**src/rtl/stok_pkg.sv**
```systemverilog
// shared types, constants and byte classifier for the source tokenizer
// depends on nothing; used by every module of the block
package stok_pkg;

    // widths of the record fields
    localparam int KIND_W      = 4;
    localparam int OUT_W       = 16;
    localparam int BYTE_W      = 8;
    localparam int POS_W_DEF   = 16;

    // queue depths between and after the two halves
    localparam int CLS_DEPTH_DEF = 4;
    localparam int REC_DEPTH_DEF = 4;

    // token kinds
    localparam logic [KIND_W-1:0] KIND_ERROR  = 4'd0;
    localparam logic [KIND_W-1:0] KIND_LPAREN = 4'd1;
    localparam logic [KIND_W-1:0] KIND_RPAREN = 4'd2;
    localparam logic [KIND_W-1:0] KIND_LBRACK = 4'd3;
    localparam logic [KIND_W-1:0] KIND_RBRACK = 4'd4;
    localparam logic [KIND_W-1:0] KIND_LBRACE = 4'd5;
    localparam logic [KIND_W-1:0] KIND_RBRACE = 4'd6;
    localparam logic [KIND_W-1:0] KIND_COMMA  = 4'd7;
    localparam logic [KIND_W-1:0] KIND_SEMI   = 4'd8;
    localparam logic [KIND_W-1:0] KIND_LT     = 4'd9;
    localparam logic [KIND_W-1:0] KIND_GT     = 4'd10;
    localparam logic [KIND_W-1:0] KIND_EQ     = 4'd11;
    localparam logic [KIND_W-1:0] KIND_INT    = 4'd12;
    localparam logic [KIND_W-1:0] KIND_FLOAT  = 4'd13;
    localparam logic [KIND_W-1:0] KIND_IDENT  = 4'd14;
    localparam logic [KIND_W-1:0] KIND_SPACE  = 4'd15;

    // character codes
    localparam logic [BYTE_W-1:0] CH_LPAREN = 8'h28;
    localparam logic [BYTE_W-1:0] CH_RPAREN = 8'h29;
    localparam logic [BYTE_W-1:0] CH_LBRACK = 8'h5B;
    localparam logic [BYTE_W-1:0] CH_RBRACK = 8'h5D;
    localparam logic [BYTE_W-1:0] CH_LBRACE = 8'h7B;
    localparam logic [BYTE_W-1:0] CH_RBRACE = 8'h7D;
    localparam logic [BYTE_W-1:0] CH_COMMA  = 8'h2C;
    localparam logic [BYTE_W-1:0] CH_SEMI   = 8'h3B;
    localparam logic [BYTE_W-1:0] CH_LT     = 8'h3C;
    localparam logic [BYTE_W-1:0] CH_GT     = 8'h3E;
    localparam logic [BYTE_W-1:0] CH_EQ     = 8'h3D;
    localparam logic [BYTE_W-1:0] CH_DOT    = 8'h2E;
    localparam logic [BYTE_W-1:0] CH_NL     = 8'h0A;
    localparam logic [BYTE_W-1:0] CH_SP     = 8'h20;
    localparam logic [BYTE_W-1:0] CH_TAB    = 8'h09;
    localparam logic [BYTE_W-1:0] CH_CR     = 8'h0D;
    localparam logic [BYTE_W-1:0] CH_0      = 8'h30;
    localparam logic [BYTE_W-1:0] CH_9      = 8'h39;
    localparam logic [BYTE_W-1:0] CH_LA     = 8'h61;
    localparam logic [BYTE_W-1:0] CH_LZ     = 8'h7A;
    localparam logic [BYTE_W-1:0] CH_UA     = 8'h41;
    localparam logic [BYTE_W-1:0] CH_UZ     = 8'h5A;

    // one classified source byte
    typedef struct packed {
        logic [BYTE_W-1:0] ch;
        logic              fin;
        logic              digit;
        logic              letter;
        logic              space;
        logic              dot;
        logic              newline;
        logic [KIND_W-1:0] punct;
    } t_cls;

    // one token record
    typedef struct packed {
        logic [KIND_W-1:0] kind;
        logic [OUT_W-1:0]  line;
        logic [OUT_W-1:0]  col;
        logic [OUT_W-1:0]  len;
        logic [BYTE_W-1:0] bad;
        logic              last;
    } t_rec;

    // punctuation kind of a byte, error kind when it is none
    function automatic logic [KIND_W-1:0] punct_kind(input logic [BYTE_W-1:0] c);
        logic [KIND_W-1:0] k;
        case (c)
            CH_LPAREN: k = KIND_LPAREN;
            CH_RPAREN: k = KIND_RPAREN;
            CH_LBRACK: k = KIND_LBRACK;
            CH_RBRACK: k = KIND_RBRACK;
            CH_LBRACE: k = KIND_LBRACE;
            CH_RBRACE: k = KIND_RBRACE;
            CH_COMMA:  k = KIND_COMMA;
            CH_SEMI:   k = KIND_SEMI;
            CH_LT:     k = KIND_LT;
            CH_GT:     k = KIND_GT;
            CH_EQ:     k = KIND_EQ;
            default:   k = KIND_ERROR;
        endcase
        return k;
    endfunction

    // sort a byte into its character classes
    function automatic t_cls classify(input logic [BYTE_W-1:0] c, input logic fin);
        t_cls r;
        r.ch      = c;
        r.fin     = fin;
        r.digit   = (c >= CH_0) && (c <= CH_9);
        r.letter  = ((c >= CH_LA) && (c <= CH_LZ)) || ((c >= CH_UA) && (c <= CH_UZ));
        r.space   = (c == CH_SP) || ((c >= CH_TAB) && (c <= CH_CR));
        r.dot     = (c == CH_DOT);
        r.newline = (c == CH_NL);
        r.punct   = punct_kind(c);
        return r;
    endfunction

endpackage

```
**src/rtl/stok_front.sv**
```systemverilog
// front half: classifies incoming bytes and queues them for the scanner
// depends on stok_pkg (t_cls, classify)
module stok_front #(
    parameter int DEPTH = stok_pkg::CLS_DEPTH_DEF
) (
    input  logic                        i_clk,
    input  logic                        i_rst_n,
    input  logic                        push,
    output logic                        full,
    input  logic [stok_pkg::BYTE_W-1:0] i_char_byte,
    input  logic                        i_final_char,
    output logic                        o_valid,
    input  logic                        i_take,
    output stok_pkg::t_cls              o_cls
);
    import stok_pkg::*;

    localparam int AW = (DEPTH > 1) ? $clog2(DEPTH) : 1;
    localparam int CW = $clog2(DEPTH + 1);

    t_cls           r_mem [DEPTH];
    logic [AW-1:0]  r_wr_ptr, n_wr_ptr;
    logic [AW-1:0]  r_rd_ptr, n_rd_ptr;
    logic [CW-1:0]  r_count,  n_count;
    logic           wr_en, rd_en;

    assign full    = (r_count == CW'(DEPTH));
    assign o_valid = (r_count != '0);
    assign wr_en   = push && !full;
    assign rd_en   = i_take && o_valid;
    assign o_cls   = r_mem[r_rd_ptr];

    // pointer and fill bookkeeping
    always_comb begin
        n_wr_ptr = r_wr_ptr;
        n_rd_ptr = r_rd_ptr;
        n_count  = r_count;
        if (wr_en) begin
            n_wr_ptr = (r_wr_ptr == AW'(DEPTH - 1)) ? '0 : r_wr_ptr + 1'b1;
        end
        if (rd_en) begin
            n_rd_ptr = (r_rd_ptr == AW'(DEPTH - 1)) ? '0 : r_rd_ptr + 1'b1;
        end
        case ({wr_en, rd_en})
            2'b10:   n_count = r_count + 1'b1;
            2'b01:   n_count = r_count - 1'b1;
            default: n_count = r_count;
        endcase
    end

    always_ff @(posedge i_clk) begin
        if (!i_rst_n) begin
            r_wr_ptr <= '0;
            r_rd_ptr <= '0;
            r_count  <= '0;
        end else begin
            r_wr_ptr <= n_wr_ptr;
            r_rd_ptr <= n_rd_ptr;
            r_count  <= n_count;
        end
    end

    // classified byte storage
    always_ff @(posedge i_clk) begin
        if (wr_en) begin
            r_mem[r_wr_ptr] <= classify(i_char_byte, i_final_char);
        end
    end

endmodule

```
**src/rtl/stok_scan.sv**
```systemverilog
// back half: token state machine, turns classified bytes into 0..2 records
// depends on stok_pkg (t_cls, t_rec, kind codes)
module stok_scan #(
    parameter int POS_WIDTH = stok_pkg::POS_W_DEF
) (
    input  logic           i_clk,
    input  logic           i_rst_n,
    input  logic           i_take,
    input  stok_pkg::t_cls i_cls,
    output logic [1:0]     o_wr_n,
    output stok_pkg::t_rec o_rec0,
    output stok_pkg::t_rec o_rec1
);
    import stok_pkg::*;

    typedef enum logic [2:0] {
        MODE_IDLE,
        MODE_INT,
        MODE_FLOAT,
        MODE_IDENT,
        MODE_SPACE,
        MODE_DRAIN
    } t_mode;

    localparam logic [POS_WIDTH-1:0] POS_MAX = '1;
    localparam logic [POS_WIDTH-1:0] POS_ONE = POS_WIDTH'(1);

    t_mode                r_mode, n_mode;
    logic [POS_WIDTH-1:0] r_cur_line, n_cur_line;
    logic [POS_WIDTH-1:0] r_cur_col,  n_cur_col;
    logic [POS_WIDTH-1:0] r_tok_line, n_tok_line;
    logic [POS_WIDTH-1:0] r_tok_col,  n_tok_col;
    logic [POS_WIDTH-1:0] r_tok_len,  n_tok_len;

    logic [POS_WIDTH-1:0] adv_line, adv_col, len_inc;
    logic                 cont;
    logic                 a_v, b_v;
    t_rec                 rec_a, rec_b;

    function automatic logic [POS_WIDTH-1:0] sat_inc(input logic [POS_WIDTH-1:0] v);
        return (v == POS_MAX) ? v : v + 1'b1;
    endfunction

    function automatic logic [KIND_W-1:0] mode_kind(input t_mode m);
        logic [KIND_W-1:0] k;
        case (m)
            MODE_INT:   k = KIND_INT;
            MODE_FLOAT: k = KIND_FLOAT;
            MODE_IDENT: k = KIND_IDENT;
            default:    k = KIND_SPACE;
        endcase
        return k;
    endfunction

    // position after this byte
    assign adv_line = i_cls.newline ? sat_inc(r_cur_line) : r_cur_line;
    assign adv_col  = i_cls.newline ? POS_ONE : sat_inc(r_cur_col);
    assign len_inc  = sat_inc(r_tok_len);

    // scanner next state and records
    always_comb begin
        n_mode     = r_mode;
        n_cur_line = r_cur_line;
        n_cur_col  = r_cur_col;
        n_tok_line = r_tok_line;
        n_tok_col  = r_tok_col;
        n_tok_len  = r_tok_len;
        cont       = 1'b0;
        a_v        = 1'b0;
        b_v        = 1'b0;
        rec_a      = '0;
        rec_b      = '0;
        if (i_take) begin
            if (r_mode == MODE_DRAIN) begin
                // skip bytes after an error until the text ends
                if (i_cls.fin) begin
                    n_mode     = MODE_IDLE;
                    n_cur_line = POS_ONE;
                    n_cur_col  = POS_ONE;
                    n_tok_line = POS_ONE;
                    n_tok_col  = POS_ONE;
                    n_tok_len  = '0;
                end
            end else begin
                // does the byte extend the open token
                case (r_mode)
                    MODE_INT: begin
                        if (i_cls.digit) begin
                            cont = 1'b1;
                        end else if (i_cls.dot) begin
                            cont   = 1'b1;
                            n_mode = MODE_FLOAT;
                        end
                    end
                    MODE_FLOAT: cont = i_cls.digit;
                    MODE_IDENT: cont = i_cls.letter || i_cls.digit;
                    MODE_SPACE: cont = i_cls.space;
                    default:    cont = 1'b0;
                endcase

                if (cont) begin
                    n_tok_len  = len_inc;
                    n_cur_line = adv_line;
                    n_cur_col  = adv_col;
                    if (i_cls.fin) begin
                        a_v        = 1'b1;
                        rec_a.kind = mode_kind(n_mode);
                        rec_a.line = OUT_W'(r_tok_line);
                        rec_a.col  = OUT_W'(r_tok_col);
                        rec_a.len  = OUT_W'(len_inc);
                        rec_a.last = 1'b1;
                    end
                end else begin
                    // close the open token
                    if (r_mode != MODE_IDLE) begin
                        a_v        = 1'b1;
                        rec_a.kind = mode_kind(r_mode);
                        rec_a.line = OUT_W'(r_tok_line);
                        rec_a.col  = OUT_W'(r_tok_col);
                        rec_a.len  = OUT_W'(r_tok_len);
                        n_mode     = MODE_IDLE;
                    end
                    n_tok_line = r_cur_line;
                    n_tok_col  = r_cur_col;
                    n_tok_len  = POS_ONE;
                    rec_b.line = OUT_W'(r_cur_line);
                    rec_b.col  = OUT_W'(r_cur_col);
                    rec_b.len  = OUT_W'(1);
                    // start a new token from this byte
                    if (i_cls.punct != KIND_ERROR) begin
                        b_v        = 1'b1;
                        rec_b.kind = i_cls.punct;
                        rec_b.last = i_cls.fin;
                    end else if (i_cls.digit) begin
                        n_mode = MODE_INT;
                    end else if (i_cls.letter) begin
                        n_mode = MODE_IDENT;
                    end else if (i_cls.space) begin
                        n_mode = MODE_SPACE;
                    end else begin
                        b_v        = 1'b1;
                        rec_b.kind = KIND_ERROR;
                        rec_b.bad  = i_cls.ch;
                        rec_b.last = i_cls.fin;
                        n_mode     = MODE_DRAIN;
                    end
                    n_cur_line = adv_line;
                    n_cur_col  = adv_col;
                    // a one-byte token closed by the end of text
                    if (i_cls.fin && (n_mode == MODE_INT || n_mode == MODE_IDENT
                                      || n_mode == MODE_SPACE)) begin
                        b_v        = 1'b1;
                        rec_b.kind = mode_kind(n_mode);
                        rec_b.last = 1'b1;
                    end
                end

                if (i_cls.fin) begin
                    n_mode     = MODE_IDLE;
                    n_cur_line = POS_ONE;
                    n_cur_col  = POS_ONE;
                    n_tok_line = POS_ONE;
                    n_tok_col  = POS_ONE;
                    n_tok_len  = '0;
                end
            end
        end
    end

    // pack records toward slot 0
    assign o_wr_n = {1'b0, a_v} + {1'b0, b_v};
    assign o_rec0 = a_v ? rec_a : rec_b;
    assign o_rec1 = rec_b;

    always_ff @(posedge i_clk) begin
        if (!i_rst_n) begin
            r_mode     <= MODE_IDLE;
            r_cur_line <= POS_ONE;
            r_cur_col  <= POS_ONE;
            r_tok_line <= POS_ONE;
            r_tok_col  <= POS_ONE;
            r_tok_len  <= '0;
        end else begin
            r_mode     <= n_mode;
            r_cur_line <= n_cur_line;
            r_cur_col  <= n_cur_col;
            r_tok_line <= n_tok_line;
            r_tok_col  <= n_tok_col;
            r_tok_len  <= n_tok_len;
        end
    end

endmodule

```
**src/rtl/stok_rec_fifo.sv**
```systemverilog
// result queue: takes up to two records a cycle, hands out one per beat
// depends on stok_pkg (t_rec)
module stok_rec_fifo #(
    parameter int DEPTH = stok_pkg::REC_DEPTH_DEF
) (
    input  logic           i_clk,
    input  logic           i_rst_n,
    input  logic [1:0]     i_wr_n,
    input  stok_pkg::t_rec i_rec0,
    input  stok_pkg::t_rec i_rec1,
    output logic           o_room2,
    output logic           empty,
    input  logic           pop,
    output stok_pkg::t_rec o_rec
);
    import stok_pkg::*;

    localparam int AW = $clog2(DEPTH);
    localparam int CW = $clog2(DEPTH + 1);

    t_rec           r_mem [DEPTH];
    logic [AW-1:0]  r_wr_ptr, r_rd_ptr;
    logic [AW-1:0]  wr_ptr1;
    logic [CW-1:0]  r_count;
    logic           rd_en;

    assign empty   = (r_count == '0);
    assign rd_en   = pop && !empty;
    assign o_rec   = r_mem[r_rd_ptr];
    assign o_room2 = (r_count <= CW'(DEPTH - 2));
    assign wr_ptr1 = r_wr_ptr + 1'b1;

    // pointers and fill count, depth is a power of two so pointers wrap
    always_ff @(posedge i_clk) begin
        if (!i_rst_n) begin
            r_wr_ptr <= '0;
            r_rd_ptr <= '0;
            r_count  <= '0;
        end else begin
            r_wr_ptr <= r_wr_ptr + AW'(i_wr_n);
            r_rd_ptr <= r_rd_ptr + AW'(rd_en);
            r_count  <= r_count + CW'(i_wr_n) - CW'(rd_en);
        end
    end

    // record storage
    always_ff @(posedge i_clk) begin
        if (i_wr_n != 2'd0) begin
            r_mem[r_wr_ptr] <= i_rec0;
        end
        if (i_wr_n == 2'd2) begin
            r_mem[wr_ptr1] <= i_rec1;
        end
    end

endmodule

```
**src/rtl/source_tokenizer.sv**
```systemverilog
// top level of the source tokenizer: byte queue, scanner, record queue
// depends on stok_pkg, stok_front, stok_scan, stok_rec_fifo
//
//  channel  | handshake           | beat
//  ---------+---------------------+---------------------------------------------
//  bytes in | push / full         | i_char_byte, i_final_char
//  records  | empty / pop         | o_token_kind, o_start_line, o_start_col,
//           |                     | o_token_length, o_bad_byte, o_stream_end
//
// One byte is taken per cycle; a byte's records become visible only after it has
// passed the byte queue and then the record queue, both registered, and a run
// token's record waits for the byte that closes it.
// The scanner takes a byte only while the record queue has room for two
// records, so a slow or stalled reader backs up through both queues to full.
// Records leave at one per pop, which bounds the rate when bytes end tokens.
// Reset returns line and column to 1 and empties both queues.
module source_tokenizer #(
    parameter int POS_WIDTH = stok_pkg::POS_W_DEF
) (
    input  logic                        i_clk,
    input  logic                        i_rst_n,
    input  logic                        push,
    output logic                        full,
    input  logic [stok_pkg::BYTE_W-1:0] i_char_byte,
    input  logic                        i_final_char,
    output logic                        empty,
    input  logic                        pop,
    output logic [stok_pkg::KIND_W-1:0] o_token_kind,
    output logic [stok_pkg::OUT_W-1:0]  o_start_line,
    output logic [stok_pkg::OUT_W-1:0]  o_start_col,
    output logic [stok_pkg::OUT_W-1:0]  o_token_length,
    output logic [stok_pkg::BYTE_W-1:0] o_bad_byte,
    output logic                        o_stream_end
);
    import stok_pkg::*;

    t_cls       cls;
    logic       cls_valid;
    logic       room2;
    logic       take;
    logic [1:0] wr_n;
    t_rec       rec0, rec1, rec_out;

    // scanner moves when a byte waits and the record queue can take two
    assign take = cls_valid && room2;

    stok_front #(
        .DEPTH        (CLS_DEPTH_DEF)
    ) u_front (
        .i_clk        (i_clk),
        .i_rst_n      (i_rst_n),
        .push         (push),
        .full         (full),
        .i_char_byte  (i_char_byte),
        .i_final_char (i_final_char),
        .o_valid      (cls_valid),
        .i_take       (take),
        .o_cls        (cls)
    );

    stok_scan #(
        .POS_WIDTH    (POS_WIDTH)
    ) u_scan (
        .i_clk        (i_clk),
        .i_rst_n      (i_rst_n),
        .i_take       (take),
        .i_cls        (cls),
        .o_wr_n       (wr_n),
        .o_rec0       (rec0),
        .o_rec1       (rec1)
    );

    stok_rec_fifo #(
        .DEPTH        (REC_DEPTH_DEF)
    ) u_rec_fifo (
        .i_clk        (i_clk),
        .i_rst_n      (i_rst_n),
        .i_wr_n       (wr_n),
        .i_rec0       (rec0),
        .i_rec1       (rec1),
        .o_room2      (room2),
        .empty        (empty),
        .pop          (pop),
        .o_rec        (rec_out)
    );

    // record fields onto the ports
    assign o_token_kind   = rec_out.kind;
    assign o_start_line   = rec_out.line;
    assign o_start_col    = rec_out.col;
    assign o_token_length = rec_out.len;
    assign o_bad_byte     = rec_out.bad;
    assign o_stream_end   = rec_out.last;

endmodule
```
**config.mk**
```make
export PLATFORM = sky130hd
export DESIGN_NAME = source_tokenizer
export DESIGN_NICKNAME = d
export VERILOG_FILES = /design/src/rtl/stok_pkg.sv /design/src/rtl/stok_front.sv /design/src/rtl/stok_scan.sv /design/src/rtl/stok_rec_fifo.sv /design/src/rtl/source_tokenizer.sv
export SDC_FILE = /design/constraint.sdc
export NUM_CORES = 1
export LEC_CHECK = 0
export BUFFER_PORTS_ARGS = -buffer_cell sky130_fd_sc_hd__buf_2
export CAP_MARGIN = 20
export CORE_MARGIN = 3
export CORE_UTILIZATION = 55
export DETAILED_ROUTE_END_ITERATION = 8
export PLACE_DENSITY = 0.7
export SYNTH_ARGS = -nofsm -noshare
export SYNTH_HDL_FRONTEND = slang
export SYNTH_SLANG_ARGS = --single-unit
```
**constraint.sdc**
```tcl
create_clock -name i_clk -period 11.1 [get_ports i_clk]
set_clock_uncertainty 0.2 [all_clocks]
set_input_delay 1.665 -clock i_clk [delete_from_list [all_inputs] [get_ports i_clk]]
set_output_delay 1.665 -clock i_clk [all_outputs]
set_load 0.02 [all_outputs]
```
# Yosys cells after proc, flatten, opt, wreduce, memory -nomap -nowiden
# Memory sizes are Yosys's and may differ from the RTL's. A register that Yosys moved wholly into a read port is not among the register bits.
# Cells that the tools add are included.
[totals]
register_bits = 97
ram_bits = 316
input_bits = 13
out_inout_bits = 63
n_memories = 2
[op_classes]
n_addsub = 13
n_lt_le_gt_ge = 9
eq_ne = 39
mux = 92
n_reduce_logical = 27
[mem_list]
columns = ["name", "depth", "width", "rd", "rd_ports_with_merged_regs", "wr", "line_no", "text"]
rows = [
  ["u_rec_fifo.r_mem", 4, 61, 1, 1, 2, "stok_rec_fifo.sv:21", "t_rec r_mem [DEPTH];"],
  ["u_front.r_mem", 4, 18, 1, 1, 1, "stok_front.sv:21", "t_cls r_mem [DEPTH];"],
]
[ops]
columns = ["op", "n"]
rows = [
  ["$mux W16", 20],
  ["$mux W52", 5],
  ["$mux W61", 4],
  ["$eq A8 B6 Y1 const B", 9],
  ["$add A16 B1 Y16 const B", 3],
  ["$eq A16 B16 Y1 const B", 3],
  ["$mux W3", 16],
  ["$pmux W4 S11", 1],
  ["$eq A8 B7 Y1 const B", 4],
  ["$mux W1", 29],
  ["$mux W9", 3],
  ["$eq A3 B2 Y1 const B", 6],
  ["$pmux W2 S3", 3],
  ["$ge A8 B7 Y1 const B", 2],
  ["$le A8 B7 Y1 const B", 2],
  ["$eq A3 B3 Y1 const B", 4],
  ["$mux W4", 3],
  ["$mux W2", 5],
  ["$eq A3 B1 Y1 const B", 3],
  ["$logic_and A1 B1 Y1", 9],
  ["$eq A2 B2 Y1 const B", 4],
  ["$eq A8 B4 Y1 const B", 1],
  ["$ge A8 B4 Y1 const B", 1],
  ["$ge A8 B6 Y1 const B", 1],
  ["other kinds (26)", 39],
]

# Longest topological paths before layout
# Gate-level depths: netlist (run 1).
[logic_depth]
ltp_word = 22
mapped_depth = 18

# Modules after synthesis
# Synthesis (run 1) repeated with hierarchy kept, for this count alone.
[unflattened]
hier_cells = 1509
area_unflattened_um2 = 21209.1
[by_module_without_submodules]
columns = ["module", "instances", "cells_per_inst", "area_per_inst_um2", "seq_area_each_um2"]
rows = [
  ["stok_rec_fifo", 1, 636, 12182.9, 7467.2],
  ["stok_scan", 1, 678, 5634.2, 1661.6],
  ["stok_front", 1, 194, 3385.7, 2342.2],
  ["source_tokenizer", 1, 1, 6.3, 0.0],
]

# Worst setup path after synthesis (run 1)
# OpenSTA, ideal clock, no wires.
[synth_path]
path_kind = "flip-flop to flip-flop"
start = "register (tool-made name)"
end = "memory u_rec_fifo.r_mem[3][58] (netlist name) (data pin)"
t_arrival_ps = 4558
slack_ps = 6189
path_stages_with_launch = 16
path_cell_list = "dfxtp_1 -> buf_6 -> mux4_2 -> o211ai_1 -> o311ai_2 -> nor2_2 -> buf_2 -> o21ai_0 -> ha_1 -> nand2b_1 -> o21ai_0 -> nand2_1 -> inv_1 -> o21ai_1 -> buf_2 -> o22ai_1"
[synth_rtl]
columns = ["element", "line_no"]
rows = [
  ["end, declared", "stok_rec_fifo.sv:21"],
]

==> results.json, run 1 <==
{
  "critPathKind": "reg2reg",
  "nets": 1575,
  "die_h_um": 192,
  "post-route-util_pct": 62.1,
  "worstMarginPinSlew_ps": 1150,
  "diodes": 0,
  "dr.pass1.iters": 5,
  "synthDistinctLibCells": 74,
  "crit_slowest_cell": "o211a_1",
  "clk_latency_ps": 570,
  "fmax_ghz": 0.182,
  "htree_num_levels": 2,
  "synthArstFlopShare_pct": 0,
  "antenna_found_initial": 0,
  "drc": 0,
  "drive_gt1_share_pct": 17.9,
  "cts_root_buf": "clkbuf_16",
  "critPathMaxFanout": 46,
  "run_status": "finished, final reports clean",
  "swShare_pct": 36.6,
  "power.share.sequential_pct": 39.2,
  "synth_fp_nets": 1564,
  "cpPeakStageDelay_ps": 650,
  "grt_pass1_wl_um": 76100,
  "numPortBuffers": 75,
  "place_congestion": 0.857,
  "power_uw": 5100,
  "worstPathRequired_ps": 11080,
  "grt_max_degree": 100,
  "syn_area_sq_mm": 0.0190,
  "dpl.hpwl_um": 29100,
  "ios": 76,
  "internal_power_uw": 3240,
  "hp-class": "reg2reg",
  "overflow": 0,
  "yosysSeqAreaShare_pct": 57.1,
  "vias_per_cell": 6.64,
  "ir_drop_uv": 181,
  "syn_inst": 1533,
  "end_kind": "register",
  "p_sw_uw": 1870,
  "ys_ff_latch": 415,
  "finalNonFillerCells": 2024,
  "dpl.cell_count": 1944,
  "start_kind": "register",
  "floorplan.initialDensity_pct": 56.2,
  "via_count": 13400,
  "core_area_sq_mm": 0.0339,
  "maxSlewHeadroom_pct": 23.3,
  "cts.sinks": 415,
  "grt_usage_pct": 26.8,
  "rows": 67,
  "synth.avg_cell_area_sq_um": 12.4,
  "postRouteAntennaNets": 0,
  "ys_warn_count": 0,
  "synth_ff_type": "edfxtp_1",
  "cts_tree": "built",
  "drv_cap": 0,
  "rsz0062_at_grt": "false",
  "cts-hold-fix-buffers": 0,
  "synth_top_area_share_pct": 40.4,
  "p_per_area_mw_per_mm2": 243,
  "hold_viol_final": 0,
  "cts_resized": 0,
  "mostFrequentLayoutCells": "edfxtp_1 (256), dfxtp_1 (157), nand2_1 (113)",
  "cts_buffers": 44,
  "drv_slew": 0,
  "arrival_ps": 5480,
  "routedWlPerCell_um": 24.1,
  "cts_max_path_buffers": 3,
  "min_period_ps": 5500,
  "synthTopCellsByArea": "edfxtp_1 (40%), dfxtp_1 (17%), mux4_2 (9.3%)",
  "area_growth_pct": 10.5,
  "post-route-period-util_pct": 49.6,
  "fin_setup_tns_ps": 0,
  "final_common_cell": "edfxtp_1",
  "worstPathCellList": "buf_4 -> mux4_2 -> mux2_2 -> a211oi_2 -> o211a_1 -> inv_4 -> ha_1 -> nand2b_1 -> o21ai_0 -> nand2_1 -> inv_2 -> buf_4",
  "setup_violations": 0,
  "drt-total-wl_um": 48700,
  "synth_edf_count": 256,
  "synth_top_cell_by_area": "edfxtp_1",
  "dr.first_iter.drc_count": 1490,
  "cts_setup_buffers": 0,
  "clk_pin_slew_worst_paths_ps": 60,
  "chipWidth_um": 192,
  "clock_power_share_pct": 28.1,
  "grt_pass1_vias": 13200,
  "pwr-share-comb_pct": 32.6,
  "leakage_uw": 0.00668,
  "dieArea_sq_mm": 0.0369,
  "cpMostUsedCell": "buf_4"
}
metrics by stage:
stage / worst slack, ps / cell area, sq um / hold WS [ps]
global route: 5220 / 21000 / 280
floorplan: 6190 / 19000 / 220
finish: 5600 / 21000 / 254
detailed placement: 5650 / 19600 / 243
global placement: 5720 / 19600 / 229
CTS: 5620 / 21000 / 257
per-layer routing:
metal | global-route usage [%] | part of all wire [%]
met5 | 0 | 0
met1 | 36.4 | 41
met4 | 10.1 | 3.4
met2 | 42.6 | 47
met3 | 5.91 | 9.1
final cells by class:
type	count	area, sq um
clock buffers	61	1170
clock inverters	17	215
fillers	2608	12800
inverters	34	130
multi-input cells	943	7460
flip-flops and latches	415	10900
well taps	448	561
repair buffers	106	628
sequential cells by signal (all words and copies together), names as in the netlist, 3 cells and up, named ones only:
register	flops
u_rec_fifo.r_mem	244
u_front.r_mem	72
u_scan.r_cur_col	16
u_scan.r_cur_line	16
u_scan.r_tok_col	16
u_scan.r_tok_len	16
u_scan.r_tok_line	16
u_front.r_count	3
u_rec_fifo.r_count	3
u_scan.r_mode	3
power by group through the flow:
stage	logic (uW)	clock network, uW	registers [uW]
2_1_floorplan	1160	0	1960
6_report	1670	1440	2000
4_1_cts	1660	1460	2000
5_1_grt	1780	1520	2020
3_5_place_dp	1650	0	2030
3_3_place_gp	1630	0	2020
final timing paths:
kind,startpoint,end,slack [ps],depth (start not counted)
worst min-delay path,u_rec_fifo.r_mem[2][12],u_rec_fifo.r_mem[2][12],250,2
worst max-delay path,register,u_rec_fifo.r_mem[3][43],5600,12
worst min register to register,u_rec_fifo.r_mem[2][12],u_rec_fifo.r_mem[2][12],250,2
worst max register to register,register,u_rec_fifo.r_mem[3][43],5600,12
critical path, delay by kind of cell, from the launching register on:
kind,cells,cell delay (ps)
buffers and inverters,4,1320
AO/OA/AOI/OAI,3,1040
multiplexers,2,900
AND/OR/NAND/NOR,2,790
flip-flops,1,510
adder cells (fa/ha/maj),1,290
cell families after synthesis:
group / count (synthesis) / synth area share [%]
AOI/OAI and AO/OA: 388 / 15.7
xor gates and xnor gates: 32 / 1.47
DFF: 415 / 57.1
buffers and inverters: 175 / 3.96
muxes: 87 / 9.78
and+or+nand+nor: 418 / 10.8
adders and majority gates: 18 / 1.26
synth_stat cells, drive strengths merged (24+ instances only):
cell type / count
edfxtp: 256
nand2: 113
mux4: 79
a21oi: 70
o21ai: 57
a22o: 78
clkbuf: 89
buf: 52
dfxtp: 159
nand3: 62
a32o: 90
nor3: 24
nor2: 109
inv: 33
xnor2: 26
Note: power is estimated with default switching activity, not from simulation.
==> run 2: changes to the inputs <==
- clock period: 11.1 -> 5.7 ns (I/O delays scaled with it)
==> results.json, run 2 (synthesis results as in run 1) <==
{
  "chipWidth_um": 192,
  "grt_pass1_wl_um": 75900,
  "power_uw": 9990,
  "dr.pass1.iters": 6,
  "postRouteAntennaNets": 0,
  "critPathTopFamily": "buffers and inverters",
  "clk_pin_slew_worst_paths_ps": 60,
  "routedWlPerCell_um": 23.5,
  "diodes": 0,
  "multi_input_area_sq_mm": 0.00746,
  "end_kind": "register",
  "arrival_ps": 4570,
  "ios": 76,
  "final_common_cell": "edfxtp_1",
  "core_area_sq_mm": 0.0339,
  "grt_pass1_vias": 13300,
  "floorplan.initialDensity_pct": 56.2,
  "p_per_area_mw_per_mm2": 471,
  "seq_area_sq_mm": 0.0109,
  "cts-hold-fix-buffers": 0,
  "drc": 0,
  "hold_viol_final": 0,
  "drv_slew": 0,
  "overflow": 0,
  "cpPeakStageDelay_ps": 660,
  "area_growth_pct": 11.3,
  "leakage_uw": 0.00677,
  "drv_cap": 0,
  "vias_per_cell": 6.63,
  "cts_buffers": 43,
  "gr-usage-met3_pct": 3.58,
  "met1_usage_pct": 37.9,
  "reg_top3": "u_rec_fifo.r_mem x244, u_front.r_mem x72",
  "clk_latency_ps": 540,
  "fin_setup_tns_ps": 0,
  "crit_slowest_cell": "mux4_2",
  "gr-usage-met2_pct": 42.9,
  "cpMostUsedCell": "buf_4",
  "setup_violations": 0,
  "maxSlewHeadroom_pct": 21.7,
  "drive_gt1_share_pct": 18.6,
  "cts.sinks": 415,
  "numPortBuffers": 75,
  "fillers": 2639,
  "cts_tree": "built",
  "run_status": "finished, final reports clean",
  "via_count": 13500,
  "fmax_ghz": 0.217,
  "hp-class": "reg2reg",
  "critPathMaxFanout": 46,
  "dpl.hpwl_um": 27700,
  "rsz0062_at_grt": "false",
  "dr.first_iter.drc_count": 1585,
  "worstPathRequired_ps": 5670,
  "crit_buf_inv": 6,
  "worstPathCellList": "buf_4 -> mux4_2 -> o31ai_1 -> o21ai_0 -> inv_1 -> ha_1 -> inv_1 -> o21ai_0 -> nand2_1 -> buf_4 -> inv_2 -> buf_4",
  "die_h_um": 192,
  "grt_usage_pct": 26.4,
  "critPathKind": "reg2reg",
  "cts_max_path_buffers": 3,
  "min_period_ps": 4600,
  "top_register": "u_rec_fifo.r_mem",
  "cts_resized": 0,
  "htree_num_levels": 2,
  "rows": 67,
  "drt-total-wl_um": 47800,
  "grt_max_degree": 100,
  "start_kind": "register",
  "worstMarginPinSlew_ps": 1180,
  "ir_drop_uv": 379,
  "nets": 1582,
  "cts_root_buf": "clkbuf_16",
  "grt.busiest_layer": "met2",
  "dieArea_sq_mm": 0.0369,
  "mostFrequentLayoutCells": "edfxtp_1 (256), dfxtp_1 (157), nand2_1 (113)",
  "largest_reg_flops": 244,
  "antenna_found_initial": 0,
  "place_congestion": 0.865,
  "post-route-period-util_pct": 80.7,
  "cts_setup_buffers": 0
}
==> run 2: changes by cell type in the layout (fill, tap and decap cells not counted), moves of 2 or more <==
cell,previous run,this run
buf_16,0,2
buf_4,28,36
buf_6,2,0
bufinv_16,4,1
clkbuf_1,16,12
clkbuf_16,44,47
clkbuf_8,1,11
==> run 2: routing by layer <==
metal | wire length, um | share of wire, % | vias to the layer above
met2 | 23300 | 49 | 630
met3 | 3550 | 7.4 | 77
met5 | 0 | 0 | -
li1 | - | - | 6040
met1 | 20000 | 42 | 6735
met4 | 932 | 1.9 | 0
==> run 2: stage by stage <==
stage	hold slack (ps)	util, %	instance area, sq um	worst slack (ps)	std cells
2_1_floorplan	220	-	19000	789	1533
3_3_place_gp	228	58.1	19700	1210	1951
3_5_place_dp	241	58.2	19700	1130	1952
4_1_cts	254	62.4	21100	1130	2031
5_1_grt	276	62.6	21200	780	2033
6_report	250	62.6	21200	1100	2033
==> run 2: area by class of cell <==
cell class                 instances  share of cell area [%]
timing repair buffer             114                    3.40
sequential                       415                    51.3
clock inverter                     9                   0.342
multi-input combinational        943                    35.2
tap                              448                    2.64
inverter                          34                   0.614
clock buffer                      70                    6.48
==> run 2: worst register-to-register path: cells and delay by family, from the launching register on <==
family / cells / cell delay (ps)
AOI/OAI and AO/OA: 3 / 900
adders and majority gates: 1 / 280
muxes: 1 / 660
and+or+nand+nor: 1 / 80
buffers and inverters: 6 / 1460
DFF: 1 / 620
==> run 2: where the power goes <==
part	internal [uW]	switching, uW
clock	1690	1130
combinational	1030	2270
sequential	3660	193
==> run 2: path summary, 6_finish.rpt <==
path / startpoint / to / cells after the start / slack, ps
hold reg to reg: u_rec_fifo.r_mem[2][22] / u_rec_fifo.r_mem[2][22] / 2 / 250
setup / recovery: register / u_rec_fifo.r_mem[1][47] / 12 / 1100
hold / removal: u_rec_fifo.r_mem[2][22] / u_rec_fifo.r_mem[2][22] / 2 / 250
setup reg to reg: register / u_rec_fifo.r_mem[1][47] / 12 / 1100
